[src/hw/rtl/ufr_pkg.sv]
`default_nettype none
// ----------------------------------------------------------------------------
// ufr_pkg
// Shared widths, limits and the result record of the disjoint-set table.
// ----------------------------------------------------------------------------
package ufr_pkg;

    localparam int ID_W             = 10;
    localparam int COUNT_W          = 11;
    localparam int RANK_W           = 4;
    localparam int WRAP_KW          = 4;
    localparam int NUM_ELEMENTS_DEF = 1024;
    localparam int S_TDATA_W        = 24;
    localparam int M_TDATA_W        = 16;

    localparam logic [RANK_W-1:0] RANK_MAX = 4'd15;

    typedef struct packed {
        logic               valid;
        logic               different_sets;
        logic [COUNT_W-1:0] set_count;
    } t_res;

    // Number of shifted-divisor subtractions that bring a raw id below n
    function automatic int wrap_steps(input int n);
        int s;
        s = 0;
        for (int k = 0; k < ID_W; k++) begin
            if ((n << k) < (1 << ID_W)) begin
                s = k + 1;
            end
        end
        return s;
    endfunction

endpackage
`default_nettype wire

[src/hw/rtl/ufr_seq.sv]
`default_nettype none
// ----------------------------------------------------------------------------
// ufr_seq
// Sequencer: clearing pass, id wrap, two root walks, creation and link writes.
// ----------------------------------------------------------------------------
module ufr_seq #(
    parameter int NUM_ELEMENTS = ufr_pkg::NUM_ELEMENTS_DEF
) (
    input  wire logic                                    i_clk,
    input  wire logic                                    i_rst_n,
    input  wire logic                                    i_start,
    input  wire logic                                    i_func,
    input  wire logic [ufr_pkg::ID_W-1:0]                i_id_a,
    input  wire logic [ufr_pkg::ID_W-1:0]                i_id_b,
    output logic                                         o_ready,
    output ufr_pkg::t_res                                o_res,
    input  wire logic                                    i_res_ready,
    output logic                                         o_mem_we,
    output logic [$clog2(NUM_ELEMENTS)-1:0]              o_mem_waddr,
    output logic [ufr_pkg::RANK_W+$clog2(NUM_ELEMENTS):0] o_mem_wdata,
    output logic [$clog2(NUM_ELEMENTS)-1:0]              o_mem_raddr,
    input  wire logic [ufr_pkg::RANK_W+$clog2(NUM_ELEMENTS):0] i_mem_rdata
);

    import ufr_pkg::*;

    localparam int IDX_W      = $clog2(NUM_ELEMENTS);
    localparam int ENTRY_W    = 1 + RANK_W + IDX_W;
    localparam int WRAP_STEPS = wrap_steps(NUM_ELEMENTS);

    localparam logic [3:0] S_CLEAR  = 4'd0;
    localparam logic [3:0] S_IDLE   = 4'd1;
    localparam logic [3:0] S_WRAP   = 4'd2;
    localparam logic [3:0] S_RD_A   = 4'd3;
    localparam logic [3:0] S_WALK_A = 4'd4;
    localparam logic [3:0] S_RD_B   = 4'd5;
    localparam logic [3:0] S_WALK_B = 4'd6;
    localparam logic [3:0] S_LINK1  = 4'd7;
    localparam logic [3:0] S_LINK2  = 4'd8;
    localparam logic [3:0] S_FINISH = 4'd9;

    logic [3:0]         r_state, n_state;
    logic [IDX_W-1:0]   r_clr, n_clr;
    logic               r_func, n_func;
    logic [ID_W-1:0]    r_id_a, n_id_a;
    logic [ID_W-1:0]    r_id_b, n_id_b;
    logic [WRAP_KW-1:0] r_k, n_k;
    logic [IDX_W-1:0]   r_cur, n_cur;
    logic [IDX_W-1:0]   r_root_a, n_root_a;
    logic [IDX_W-1:0]   r_root_b, n_root_b;
    logic [RANK_W-1:0]  r_rank_a, n_rank_a;
    logic [RANK_W-1:0]  r_rank_b, n_rank_b;
    logic               r_differ, n_differ;
    logic [COUNT_W-1:0] r_count, n_count;

    logic [ID_W:0]      w_div;
    logic               w_present;
    logic [IDX_W-1:0]   w_parent;
    logic [RANK_W-1:0]  w_rank;
    logic               w_is_root;

    assign w_div     = (ID_W+1)'(NUM_ELEMENTS << r_k);
    assign w_present = i_mem_rdata[ENTRY_W-1];
    assign w_parent  = i_mem_rdata[IDX_W-1:0];
    assign w_rank    = w_present ? i_mem_rdata[IDX_W +: RANK_W] : '0;
    // an absent id is its own root
    assign w_is_root = !w_present || (w_parent == r_cur);

    assign o_ready            = (r_state == S_IDLE);
    assign o_res.valid        = (r_state == S_FINISH);
    assign o_res.different_sets = r_differ;
    assign o_res.set_count    = r_count;

    always_comb begin
        n_state     = r_state;
        n_clr       = r_clr;
        n_func      = r_func;
        n_id_a      = r_id_a;
        n_id_b      = r_id_b;
        n_k         = r_k;
        n_cur       = r_cur;
        n_root_a    = r_root_a;
        n_root_b    = r_root_b;
        n_rank_a    = r_rank_a;
        n_rank_b    = r_rank_b;
        n_differ    = r_differ;
        n_count     = r_count;
        o_mem_we    = 1'b0;
        o_mem_waddr = r_cur;
        o_mem_wdata = {1'b1, {RANK_W{1'b0}}, r_cur};
        o_mem_raddr = r_cur;

        case (r_state)
            S_CLEAR: begin
                o_mem_we    = 1'b1;
                o_mem_waddr = r_clr;
                o_mem_wdata = '0;
                n_clr       = r_clr + 1'b1;
                if (r_clr == IDX_W'(NUM_ELEMENTS - 1)) begin
                    n_state = S_IDLE;
                end
            end
            S_IDLE: begin
                if (i_start) begin
                    n_func = i_func;
                    n_id_a = i_id_a;
                    n_id_b = i_id_b;
                    n_k    = WRAP_KW'(WRAP_STEPS - 1);
                    if (WRAP_STEPS == 0) begin
                        n_state = S_RD_A;
                    end else begin
                        n_state = S_WRAP;
                    end
                end
            end
            S_WRAP: begin
                // one restoring step of id modulo the table size, for both ids
                if ({1'b0, r_id_a} >= w_div) begin
                    n_id_a = r_id_a - w_div[ID_W-1:0];
                end
                if ({1'b0, r_id_b} >= w_div) begin
                    n_id_b = r_id_b - w_div[ID_W-1:0];
                end
                n_k = r_k - 1'b1;
                if (r_k == '0) begin
                    n_state = S_RD_A;
                end
            end
            S_RD_A: begin
                o_mem_raddr = IDX_W'(r_id_a);
                n_cur       = IDX_W'(r_id_a);
                n_state     = S_WALK_A;
            end
            S_WALK_A: begin
                if (w_is_root) begin
                    n_root_a = r_cur;
                    n_rank_a = w_rank;
                    if (!w_present && !r_func) begin
                        o_mem_we = 1'b1;
                        n_count  = r_count + 1'b1;
                    end
                    n_state = S_RD_B;
                end else begin
                    o_mem_raddr = w_parent;
                    n_cur       = w_parent;
                end
            end
            S_RD_B: begin
                // issued after any creation write of id_a has reached the table, so an equal id sees it
                o_mem_raddr = IDX_W'(r_id_b);
                n_cur       = IDX_W'(r_id_b);
                n_state     = S_WALK_B;
            end
            S_WALK_B: begin
                if (w_is_root) begin
                    n_root_b = r_cur;
                    n_rank_b = w_rank;
                    n_differ = (r_cur != r_root_a);
                    if (!w_present && !r_func) begin
                        o_mem_we = 1'b1;
                        n_count  = r_count + 1'b1;
                    end
                    if (!r_func && (r_cur != r_root_a)) begin
                        n_state = S_LINK1;
                    end else begin
                        n_state = S_FINISH;
                    end
                end else begin
                    o_mem_raddr = w_parent;
                    n_cur       = w_parent;
                end
            end
            S_LINK1: begin
                o_mem_we = 1'b1;
                n_count  = r_count - 1'b1;
                if (r_rank_a >= r_rank_b) begin
                    o_mem_waddr = r_root_b;
                    o_mem_wdata = {1'b1, r_rank_b, r_root_a};
                    if ((r_rank_a == r_rank_b) && (r_rank_a != RANK_MAX)) begin
                        n_state = S_LINK2;
                    end else begin
                        n_state = S_FINISH;
                    end
                end else begin
                    o_mem_waddr = r_root_a;
                    o_mem_wdata = {1'b1, r_rank_a, r_root_b};
                    n_state     = S_FINISH;
                end
            end
            S_LINK2: begin
                o_mem_we    = 1'b1;
                o_mem_waddr = r_root_a;
                o_mem_wdata = {1'b1, r_rank_a + 1'b1, r_root_a};
                n_state     = S_FINISH;
            end
            S_FINISH: begin
                if (i_res_ready) begin
                    n_state = S_IDLE;
                end
            end
            default: begin
                n_state = S_CLEAR;
            end
        endcase
    end

    always_ff @(posedge i_clk) begin
        if (!i_rst_n) begin
            r_state <= S_CLEAR;
            r_clr   <= '0;
            r_count <= '0;
        end else begin
            r_state <= n_state;
            r_clr   <= n_clr;
            r_count <= n_count;
        end
    end

    always_ff @(posedge i_clk) begin
        r_func   <= n_func;
        r_id_a   <= n_id_a;
        r_id_b   <= n_id_b;
        r_k      <= n_k;
        r_cur    <= n_cur;
        r_root_a <= n_root_a;
        r_root_b <= n_root_b;
        r_rank_a <= n_rank_a;
        r_rank_b <= n_rank_b;
        r_differ <= n_differ;
    end

endmodule
`default_nettype wire

[config.mk]
export PLATFORM = sky130hd
export DESIGN_NAME = ufr_seq
export DESIGN_NICKNAME = d
export VERILOG_FILES = /design/src/hw/rtl/ufr_pkg.sv /design/src/hw/rtl/ufr_seq.sv
export SDC_FILE = /design/constraint.sdc
export NUM_CORES = 1
export LEC_CHECK = 0
export BUFFER_PORTS_ARGS = -buffer_cell sky130_fd_sc_hd__buf_2
export CORE_MARGIN = 2
export CORE_UTILIZATION = 50
export DETAILED_ROUTE_END_ITERATION = 8
export HOLD_SLACK_MARGIN = 0.03
export PLACE_DENSITY = 0.76
export SYNTH_ARGS = -nofsm -noshare
export SYNTH_HDL_FRONTEND = slang
export SYNTH_SLANG_ARGS = --single-unit
[constraint.sdc]
create_clock -name i_clk -period 2.56 [get_ports i_clk]
set_input_delay 0.512 -clock i_clk [delete_from_list [all_inputs] [get_ports i_clk]]
set_output_delay 0.512 -clock i_clk [all_outputs]
set_load 0.01 [all_outputs]
==> run metrics <==
post-detail-place hpwl 9490 microns; Slew Limit Fails 0; global-route wire length before repair 21,200 microns; ys flop type edfxtp_1; Routed WL per cell 18.4 microns; Seq. cell area 2360 sq um; largest area contributor in the netlist edfxtp_1; Leak 2.62 nW; Synth Area per Inst 10.4 sq um; PortBufs 89; Worst Path Max Fanout 5; Post-synth top cells edfxtp_1, nor2_1, dfxtp_1, nand2_1, xnor2_1; area growth from synthesis to layout 29.8%; Post-synth EDFFs 54; synth top area cells edfxtp_1, dfxtp_1, xnor2_1; Routed Antenna Nets 0; Post-layout nets 655; Final WS setup -0.534 ns; Num CTS Buffers 9; Die W 102 microns; min Tclk post-route 3.09 ns; Worst-path clk slew 0.11 ns; clk sinks 89; WP data arrival 2.58 ns; final setup fails 33; Yosys cell types 58; die area 10,500 sq um; largest net degree at the start of global routing 26; initial antenna violation count 0; critical path class reg -> out; Startpoint Class register; clk buf depth 2; Sum Neg Setup Slack -13.41 ns; Fill cells 704; Final period util 121%; Die H 102 microns; post-route cell area 6290 sq um; HP Class in -> reg; clk_skew 0.00695 ns; Clk pwr share 21.9%; Root Driver clkbuf_8; Antenna diodes 0; I/O pins 90; Net Count, Synth 516; Place WS -0.173 ns; ys async rst share 0%; multi-input gate area in the final layout 2510 sq um; CTS Hold Bufs 0; Post-DP Area 5610 sq um; Syn. warnings 0; failing checks negative setup slack; Initial Util 51.9%; Clock Latency Late Sink 0.37 ns; final hold vios 0; area share of the largest cell type after synthesis 33.5%; total track usage 26.2%; vias in the first global route 4,224; Seq pwr share 43.0%; core footprint 9330 sq um; synthesized instance count 465; CTS tree yes; Slew HR 45.8%; CP Capture Type primary output; total global routing overflow 0; RSZ-0062 raised after global routing true; First DRT Iteration DRCs 325; layout cells sized above 1 36.9%; status finished with violations; Power per Cell Area 730 nW/um^2; number of max-cap violations 0; DRC 0; worst slew pin tran 0.812 ns; fmax 323 MHz; FF+latch count, synth 89; floorplan row count 35; Sw Pwr 1.62 mW; Max VDD drop 0.000403 V; vias per inst 6.00; sequential area share after synthesis 48.0%; drt first pass iters 9; Req. time, crit path 2.05 ns; final hold slack 0.308 ns; Synth Cell Area 4840 sq um; Internal 2.97 mW; Total Wirelength 13,600 microns; via count 4,427; Post-Route Utilization 67.4%; top-count cell post-synth edfxtp_1; H-tree Lvls 3; Logic pwr share 35.1%; routability cong. 0.983; switch share 35.4%
## kinds of logic (layout without fill, tap and decap cells)
group	count (synthesis)	after routing	synth area share, %
xor gates and xnor gates	39	39	7.05
muxes	21	21	4.73
AOI/OAI and AO/OA	106	107	16.4
and+or+nand+nor	155	155	17.0
DFF	89	89	48.0
adders and majority gates	11	11	2.84
buffers and inverters	44	187	4.03
## area by class of cell
class / count / share of cell area [%]
Tap cell: 129 / 2.57
Sequential cell: 89 / 37.6
Inverter: 21 / 1.25
Multi-Input combinational cell: 333 / 40.0
Timing Repair Buffer: 150 / 15.4
Clock inverter: 7 / 1.33
Clock buffer: 9 / 1.97
## repair_timing
item,in CTS,in global routing
buffers inserted,20,7
gates cloned,2,1
gates resized for setup,45,21
setup endpoints to repair,34,36
pin swaps,22,19
## path summary, 6_finish.rpt
kind	startpoint	end	slack [ns]	cells past startpoint
worst max register to register	r_cur[6]$_DFF_P_	r_cur[4]$_DFF_P_	0.14	11
worst min register to register	r_cur[0]$_DFF_P_	r_root_a[0]$_DFFE_PP_	0.48	0
worst min-delay path	i_func	r_func$_DFFE_PP_	0.31	1
worst max-delay path	r_rank_b[1]$_DFFE_PP_	o_mem_wdata[5]	-0.53	10
## stage by stage
stage / power (mW) / std cells
6_report: 4.59 / 738
5_1_grt: 4.79 / 738
3_3_place_gp: 3.17 / 693
2_1_floorplan: 2.71 / 465
3_5_place_dp: 3.21 / 693
4_1_cts: 4.48 / 731
## cell usage in the layout, fill, tap and decap left out, drive strengths merged, types with 3 or more instances in the layout
cell,instances
nand4b,3
clkbuf,9
o22ai,4
a221oi,4
ha,11
mux2,15
nand4,10
edfxtp,54
nor3,21
nand3,8
a222oi,10
nor4,6
a21o,9
a221o,20
or3,6
o21a,3
a21oi,14
or2,4
buf,150
o31ai,3
xor2,10
xnor2,29
nand2b,8
o21ai,23
and2,8
inv,25
dfxtp,35
nor2b,8
nor2,39
nand2,29
clkinv,3
mux2i,6
## power groups by stage
stage | Combinational (mW) | Sequential, mW | Clock [mW]
after floorplan | 0.796 | 1.91 | 0
after global placement | 1.20 | 1.97 | 0
after detailed placement | 1.23 | 1.98 | 0
after CTS | 1.51 | 1.95 | 1.02
after global routing | 1.73 | 1.99 | 1.07
final | 1.61 | 1.97 | 1.01
## state kept, by name, summed over array words and instances, names as in the netlist
| name | count |
|---|---|
| r_cur | 10 |
| r_count | 11 |
| r_id_b | 10 |
| r_rank_a | 4 |
| r_id_a | 10 |
| r_root_b | 10 |
| r_clr | 10 |
| r_func | 1 |
| r_differ | 1 |
| r_state | 4 |
| r_rank_b | 4 |
| r_root_a | 10 |
| r_k | 4 |
## metal layers
metal	GRT usage, %	share of wire [%]	up-vias
li1	-	-	2038
met1	34.0	41	2142
met2	44.6	51	226
met3	4.72	6.7	21
met4	8.82	1.9	0
met5	0	0	-
## critical path: stages, from the launching register on
cell      delay (ns)
edfxtp_1        0.42
inv_2           0.09
ha_4            0.20
nor2b_4         0.12
o21a_1          0.16
o21a_1          0.20
o21a_4          0.25
nand2b_4        0.16
buf_4           0.16
a221o_1         0.30
buf_2           0.14
No activity file was read; power rests on OpenSTA's default activity.
