`config.mk`:
```
export PLATFORM = sky130hd
export DESIGN_NAME = ufr_ram
export DESIGN_NICKNAME = d
export VERILOG_FILES = /design/src/hw/rtl/ufr_ram.sv
export SDC_FILE = /design/constraint.sdc
export NUM_CORES = 1
export LEC_CHECK = 0
export BUFFER_PORTS_ARGS = -buffer_cell sky130_fd_sc_hd__buf_4
export CAP_MARGIN = 20
export CORE_MARGIN = 2
export CORE_UTILIZATION = 45
export CTS_BUF_LIST = sky130_fd_sc_hd__clkbuf_4 sky130_fd_sc_hd__clkbuf_8 sky130_fd_sc_hd__clkbuf_16
export CTS_CLUSTER_DIAMETER = 50
export DETAILED_ROUTE_END_ITERATION = 10
export HOLD_SLACK_MARGIN = 0.03
export MAX_ROUTING_LAYER = met4
export PLACE_DENSITY = 0.68
export SYNTH_ARGS = -nofsm -noshare
export SYNTH_HDL_FRONTEND = slang
export SYNTH_SLANG_ARGS = --single-unit
```
`constraint.sdc`:
```
create_clock -name i_clk -period 2.28 [get_ports i_clk]
set_clock_uncertainty 0.05 [all_clocks]
set_input_delay 0.228 -clock i_clk [delete_from_list [all_inputs] [get_ports i_clk]]
set_output_delay 0.228 -clock i_clk [all_outputs]
set_load 0.1 [all_outputs]
```
`src/hw/rtl/ufr_ram.sv`:
```
`default_nettype none
// ----------------------------------------------------------------------------
// ufr_ram
// Generic simple dual-port RAM: one write port, one read port, registered read.
// ----------------------------------------------------------------------------
module ufr_ram #(
    parameter int WIDTH = 8,
    parameter int DEPTH = 16
) (
    input  wire logic                     i_clk,
    input  wire logic                     i_we,
    input  wire logic [$clog2(DEPTH)-1:0] i_waddr,
    input  wire logic [WIDTH-1:0]         i_wdata,
    input  wire logic [$clog2(DEPTH)-1:0] i_raddr,
    output logic      [WIDTH-1:0]         o_rdata
);

    logic [WIDTH-1:0] r_mem [DEPTH];

    always_ff @(posedge i_clk) begin
        if (i_we) begin
            r_mem[i_waddr] <= i_wdata;
        end
        o_rdata <= r_mem[i_raddr];
    end

endmodule
`default_nettype wire

```
==> results of run 1 <==
-- critical path, cell delays in order --
cell and delay [ps]:
buf_4 260, buf_4 260, mux4_1 570, a22oi_1 230, nand2_1 70
-- layout make-up --
| type | instances | area share [%] |
|---|---|---|
| Clock buffer | 19 | 7.22 |
| Clock inverter | 13 | 2.49 |
| Multi-Input combinational cell | 83 | 17.1 |
| Sequential cell | 136 | 64.7 |
| Tap cell | 143 | 2.89 |
| Timing Repair Buffer | 46 | 5.58 |
-- state kept, by name (all words and copies together) (netlist names) --
signal	cells
r_mem	128
o_rdata	8
-- final timing paths --
kind	from	endpoint	slack [ps]	cells past startpoint
setup reg to reg	r_mem[9][2]	o_rdata[2]	910	3
setup / recovery	i_raddr[0]	o_rdata[3]	880	5
hold / removal	i_wdata[5]	r_mem[5][5]	80	1
hold reg to reg	r_mem[14][6]	o_rdata[6]	610	3
-- logic make-up (layout without fill, tap and decap cells) --
group | after synthesis | after routing
compound gates | 16 | 16
buf+inv | 10 | 78
flops | 136 | 136
mux | 32 | 32
simple gates | 35 | 35
-- layer usage --
layer	track usage (%)	up-vias	part of all wire (%)
li1	-	1080	-
met1	23.5	1270	42
met2	26.3	86	52
met3	5.52	6	5.6
met4	5.17	0	0.56
met5	-	-	0
-- through the flow --
step / utilization [%] / total power (W)
after CTS: 54.9 / 0.00596
after global placement: 49.6 / 0.00325
after floorplan: - / 0.00312
after global routing: 54.9 / 0.00612
after detailed placement: 49.6 / 0.00326
final: 54.9 / 0.00592
-- cells in the mapped netlist (2+ instances only) --
cell type        count  share of area [%]
a22oi_1             16                2.3
buf_2                3               0.29
buf_6                3               0.66
clkdlybuf4s25_2      3               0.58
dfxtp_1              8                3.1
edfxtp_1           128                 75
mux4_1              14                7.1
mux4_2              18                7.9
nand2_1              9               0.66
nand2b_1             2               0.24
nand3b_1             2               0.29
nor2_1              13               0.95
nor3_1               4               0.39
-- power breakdown --
group	switching (W)	total, W	internal [W]
combinational	0.000261	0.000389	0.000128
sequential	0.0000172	0.00281	0.00280
clock	0.000969	0.00272	0.00175
==> metrics.md, run 1 <==
| Metric | Value |
|---|---|
| Final period util | `61.3%` |
| Avg Cell Area, Syn | `22.5 um2` |
| Iteration-0 DRC Markers | `235` |
| Starting Density | `45.7%` |
| Post-Layout Cell Count | `440` |
| GPL Wtd Cong | `0.827` |
| Tot GR Track Use | `17.5%` |
| RSZ-0062 raised after global routing | `no` |
| DRC errors left | `0` |
| CTS tree | `yes` |
| CP max FO | `15` |
| Die X | `111 um` |
| Hpwl dp | `6.23 mm` |
| Largest family of logic cells by synthesized area | `multiplexers` |
| Area of the multi-input gates | `1060 um2` |
| Ports | `26` |
| I/O Buffers | `25` |
| Worst EP required | `2520 ps` |
| Setup TNS | `0 ps` |
| Setup CP Type | `input pin to register` |
| First-pass GRT wire length | `15.1 mm` |
| DR vias/cell | `5.55` |
| Area growth, synth to finish | `20.2%` |
| Largest net degree at the start of global routing | `33` |
| Fin Hold WS | `82.5 ps` |
| Setup WS post-layout | `883 ps` |
| Most frequent cells in the layout | `edfxtp_1, buf_4, mux4_2` |
| Setup crit end kind | `register` |
| Fillers | `833` |
| Multiplexer area fraction after synthesis | `15.0%` |
| LEAKAGE | `2.11 nW` |
| Clock buffer depth | `2` |
| Synth Instances | `229` |
| Placed Instances | `408` |
| Average wire per standard cell | `22.2 um` |
| Die area | `12300 um2` |
| Pre-antenna DRT Iters | `4` |
| Final Setup Violations | `0` |
| Post-synthesis register bit count | `136` |
| Adder-Cell Fraction of Synth Area | `0%` |
| Synth Area in Simple Gates | `3.18%` |
| Worst skew pair latency | `410 ps` |
| Ys async rst share | `0%` |
| Hold Buf Count CTS | `0` |
| Endpoints failing hold | `0` |
| Total number of vias | `2442` |
| Area post-placement | `5590 um2` |
| PD cells | `957 nW/um2` |
| Fin crit period | `1400 ps` |
| Tightest Pin Transition | `737 ps` |
| Worst-path clk slew | `60 ps` |
| Ys flop type | `edfxtp_1` |
| Post-Route WL | `9.75 mm` |
| Compound-Gate Fraction of Synth Area | `2.33%` |
| Root buffer cell | `clkbuf_16` |
| Maximum capacitance violations | `0` |
| Run status | `finished, final reports clean` |
| Worst VDD drop | `0.000636 V` |
| Initial antenna violation count | `0` |
| Post-synth EDFFs | `128` |
| Vias in the first global route | `2604` |
| Grt ovf | `0` |
| Synthesized cell area | `5150 um2` |
| Antenna Cells | `0` |
| Xor/xnor share of the synthesized area | `0%` |
| Syn Nets | `247` |
| Fin nets | `302` |
| H-tree depth | `4` |
| Number of routed nets with antenna violations | `0` |
| Seq/Total Area, Yosys | `77.8%` |
| Crit path arrival time | `1640 ps` |
| Relative slew slack | `50.7%` |
| Commonest non-fill, non-tap cell in the layout | `edfxtp_1` |
| Fmax | `0.716 GHz` |
| Reg area | `4000 um2` |
| Clock Sink Count | `136` |
| # resized after CTS | `0` |
| Final Cell Area | `6190 um2` |
| Die Y | `111 um` |
| Pre-CTS WS | `425 ps` |
| Hold WC Path Type | `input pin to register` |
| Startpoint types | `input pin` |
| Cts bufs inserted | `17` |
| Total core area | `11300 um2` |
| Unique masters post-synth | `19` |
| Std-Cell Rows | `39` |
| Setup repair bufs after CTS | `0` |
| YS warnings | `0` |
| Final Slew Violations | `0` |
| Share of layout cells above drive strength 1 | `32.0%` |
Power figures use the tool's default switching activity.
==> inputs of run 2 (changes only) <==
--- a/config.mk
+++ b/config.mk
@@ -5,6 +5,7 @@
 export SDC_FILE = /design/constraint.sdc
 export NUM_CORES = 1
 export LEC_CHECK = 0
+export ABC_AREA = 1
 export BUFFER_PORTS_ARGS = -buffer_cell sky130_fd_sc_hd__buf_4
 export CAP_MARGIN = 20
 export CORE_MARGIN = 2
@@ -14,7 +15,7 @@
 export DETAILED_ROUTE_END_ITERATION = 10
 export HOLD_SLACK_MARGIN = 0.03
 export MAX_ROUTING_LAYER = met4
-export PLACE_DENSITY = 0.68
+export PLACE_DENSITY = 0.67
 export SYNTH_ARGS = -nofsm -noshare
 export SYNTH_HDL_FRONTEND = slang
 export SYNTH_SLANG_ARGS = --single-unit
==> constraint.sdc (replaced) <==
create_clock -name i_clk -period 1.45 [get_ports i_clk]
set_clock_uncertainty 0.05 [all_clocks]
set_input_delay 0.145 -clock i_clk [delete_from_list [all_inputs] [get_ports i_clk]]
set_output_delay 0.145 -clock i_clk [all_outputs]
set_load 0.1 [all_outputs]
==> run 2 against run 1 <==
Against the previous run: combinational power rose by 100%; largest power group unchanged; worst hold slack got worse by 43 ps; via count increased by 58%; setup slack lost 730 ps; sequential cell count did not move; clock-buffer cell count grew 3; total power rose by 54%.
==> metrics.md, run 2 <==
| Metric | Value |
|---|---|
| Run status | `finished, final reports clean` |
| H-tree depth | `4 (unchanged)` |
| Endpoints failing hold | `0 (unchanged)` |
| Clock buffer depth | `2 (unchanged)` |
| Die X | `117 um (+5.6%)` |
| Hold Buf Count CTS | `6 (+6)` |
| Total core area | `12600 um2 (+11%)` |
| Setup TNS | `0 ps (unchanged)` |
| CP Cell Sequence | `buf_4` |
| Area post-placement | `6290 um2 (+13%)` |
| Final Setup Violations | `0 (unchanged)` |
| RSZ-0062 raised after global routing | `no` |
| Std-Cell Rows | `41 (+5.1%)` |
| Pre-antenna DRT Iters | `5 (+1)` |
| Maximum capacitance violations | `0 (unchanged)` |
| Worst reg-to-reg setup slack | `410 ps (-500 ps)` |
| FF-to-FF Start | `r_mem[5][4]` |
| Post-synth EDFFs | `128 (unchanged)` |
| Yosys top cell by area | `edfxtp_1` |
| Starting Density | `45.9% (+0.22 points)` |
| CP max-delay cell | `dfxtp_1` |
| Average wire per standard cell | `16.2 um (-27%)` |
| Most frequent cells in the layout | `nand2_1, edfxtp_1, inv_1` |
| Worst skew pair latency | `410 ps (about the same)` |
| Ports | `26 (unchanged)` |
| Fmax | `0.772 GHz` |
| Final Cell Area | `6900 um2 (+11%)` |
| Fillers | `1060 (+27%)` |
| YS warnings | `0 (unchanged)` |
| Area share of the largest cell type after synthesis | `66.7% (-8.0 points)` |
| Sequential power share | `48.5% (+1.0 points)` |
| Crit path arrival time | `1100 ps (-540 ps)` |
| Fin crit period | `1290 ps` |
| Synth Instances | `551 (+140%)` |
| Worst-path clk slew | `50 ps (about the same)` |
| Max reg flops | `128 (unchanged)` |
| Hpwl dp | `8.03 mm (+29%)` |
| Worst VDD drop | `0.000756 V (+19%)` |
| Synthesized cell area | `5770 um2 (+12%)` |
| DRC errors left | `0 (unchanged)` |
| Cell with the most instances after synthesis | `nand2_1` |
| Setup repair bufs after CTS | `0 (unchanged)` |
| Area growth, synth to finish | `19.6%` |
| CP Launch Point | `o_rdata[6]` |
| Grt ovf | `0 (unchanged)` |
| Internal | `0.00707 W (+51%)` |
| Commonest non-fill, non-tap cell in the layout | `nand2_1` |
| PD cells | `1320 nW/um2 (+38%)` |
| Clock Sink Count | `136 (unchanged)` |
| Vias in the first global route | `3721 (+43%)` |
| Setup CP Type | `register to output port` |
| Worst path top cell family by delay | `flip-flops` |
| Top Registers | `r_mem (128), o_rdata (8)` |
| DR vias/cell | `4.89 (-12%)` |
| Largest reg by FF count | `r_mem` |
| Worst r2r path cells | `6 (+3)` |
| Hold WC Path Type | `input pin to register` |
| Seq/Total Area, Yosys | `69.4% (-8.4 points)` |
| CTS tree | `yes` |
| Post-synthesis register bit count | `136 (unchanged)` |
| Cts bufs inserted | `17 (unchanged)` |
| Die Y | `117 um (+5.6%)` |
| Gate power share | `8.5% (+1.9 points)` |
| Root buffer cell | `clkbuf_16` |
| Worst EP required | `1250 ps (-1270 ps)` |
| Ys async rst share | `0% (unchanged)` |
| WP depth | `1 (-4)` |
| Initial antenna violation count | `0 (unchanged)` |
| Relative slew slack | `81.3% (+31 points)` |
| Final Slew Violations | `0 (unchanged)` |
| Most instantiated cells after synthesis | `nand2_1, edfxtp_1, inv_1, nand3_1, nor2_1` |
| Die area | `13700 um2 (+12%)` |
| Tightest Pin Transition | `280 ps (-457 ps)` |
| Post-Route WL | `12.8 mm (+32%)` |
| Unique masters post-synth | `12 (-7)` |
| Number of routed nets with antenna violations | `0 (unchanged)` |
| Clk network pwr share | `43.0% (-2.9 points)` |
| First-pass GRT wire length | `20.2 mm (+34%)` |
| Largest cells by area after synthesis | `edfxtp_1, nand2_1, nand3_1` |
| Final period util | `89.3%` |
| GPL Wtd Cong | `0.907 (+9.7%)` |
| Sw frac | `22.6% (+1.6 points)` |
| Total number of vias | `3862 (+58%)` |
| Delay of the slowest critical-path stage | `380 ps (-190 ps)` |
| # resized after CTS | `0 (unchanged)` |
| Antenna Cells | `0 (unchanged)` |
| Avg Cell Area, Syn | `10.5 um2 (-53%)` |
| Fin nets | `623 (+110%)` |
| Syn Nets | `569 (+130%)` |
| Startpoint types | `register` |
| End of the critical path | `o_rdata[6]` |
| Largest net degree at the start of global routing | `42 (+27%)` |
| Worst Path Buf+Inv | `1 (-1)` |
| Setup crit end kind | `output port` |
| Tot GR Track Use | `21.1% (+3.5 points)` |
| Psw | `0.00207 W (+66%)` |
| I/O Buffers | `25 (unchanged)` |
| Share of layout cells above drive strength 1 | `13.9% (-18 points)` |
| LEAKAGE | `3.01 nW (+43%)` |
| Ys flop type | `edfxtp_1` |
| CP max FO | `1 (-14)` |
| Iteration-0 DRC Markers | `330 (+40%)` |
| Reg2reg end | `o_rdata[4]` |
## run 2: changes by cell type after synthesis, moves of 4 or more
cell / delta
mux4_1: -14
a22oi_1: -16
nor3_1: -4
buf_2: +10
inv_1: +100
nand2_1: +164
nand3_1: +96
mux4_2: -18
nor2_1: +4
## run 2: how the worst min path moves through the flow
stage / cells past startpoint / from / slack, ps / to
detailed placement: 1 / i_wdata[2] / 430 / r_mem[6][2]
global placement: 1 / i_wdata[3] / 420 / r_mem[3][3]
floorplan: 0 / i_wdata[0] / 190 / r_mem[0][0]
CTS: 1 / i_wdata[5] / 40 / r_mem[2][5]
finish: 1 / i_wdata[5] / 40 / r_mem[2][5]
global route: 1 / i_wdata[6] / 60 / r_mem[14][6]
## run 2: kinds of logic after synthesis
kind of cell | Yosys count | share of synthesized area (%)
AND/OR/NAND/NOR | 289 | 21.0
flip-flops | 136 | 69.4
buffers and inverters | 126 | 9.52
## run 2: metrics by stage
step	instances	util (%)	setup WS (ps)	power (W)	hold slack [ps]
2_1_floorplan	551	-	304	0.00499	194
3_3_place_gp	752	50.0	220	0.00526	421
3_5_place_dp	752	50.0	230	0.00527	431
4_1_cts	790	54.9	122	0.00921	41.8
5_1_grt	790	54.9	118	0.00944	56.9
6_report	790	54.9	155	0.00913	39.6
## run 2: power groups by stage
stage / registers [W] / clock network, W / logic (W)
2_1_floorplan: 0.00468 / 0 / 0.000310
3_3_place_gp: 0.00451 / 0 / 0.000753
3_5_place_dp: 0.00451 / 0 / 0.000764
4_1_cts: 0.00443 / 0.00400 / 0.000782
5_1_grt: 0.00443 / 0.00417 / 0.000844
6_report: 0.00443 / 0.00393 / 0.000778
## run 2: final cells by class
cell class	count	area [um2]	area share [%]
Clock buffer	22	469	6.80
Clock inverter	10	78.8	1.14
Inverter	102	383	5.55
Multi-Input combinational cell	289	1210	17.6
Sequential cell	136	4000	58.1
Tap cell	172	215	3.12
Timing Repair Buffer	59	533	7.73
## run 2: per-layer routing
layer  GRT usage, %  wire length (um)
met2           33.4              6210
met3           4.53               706
met4           8.08               216
met5              -                 0
met1           26.8              5690
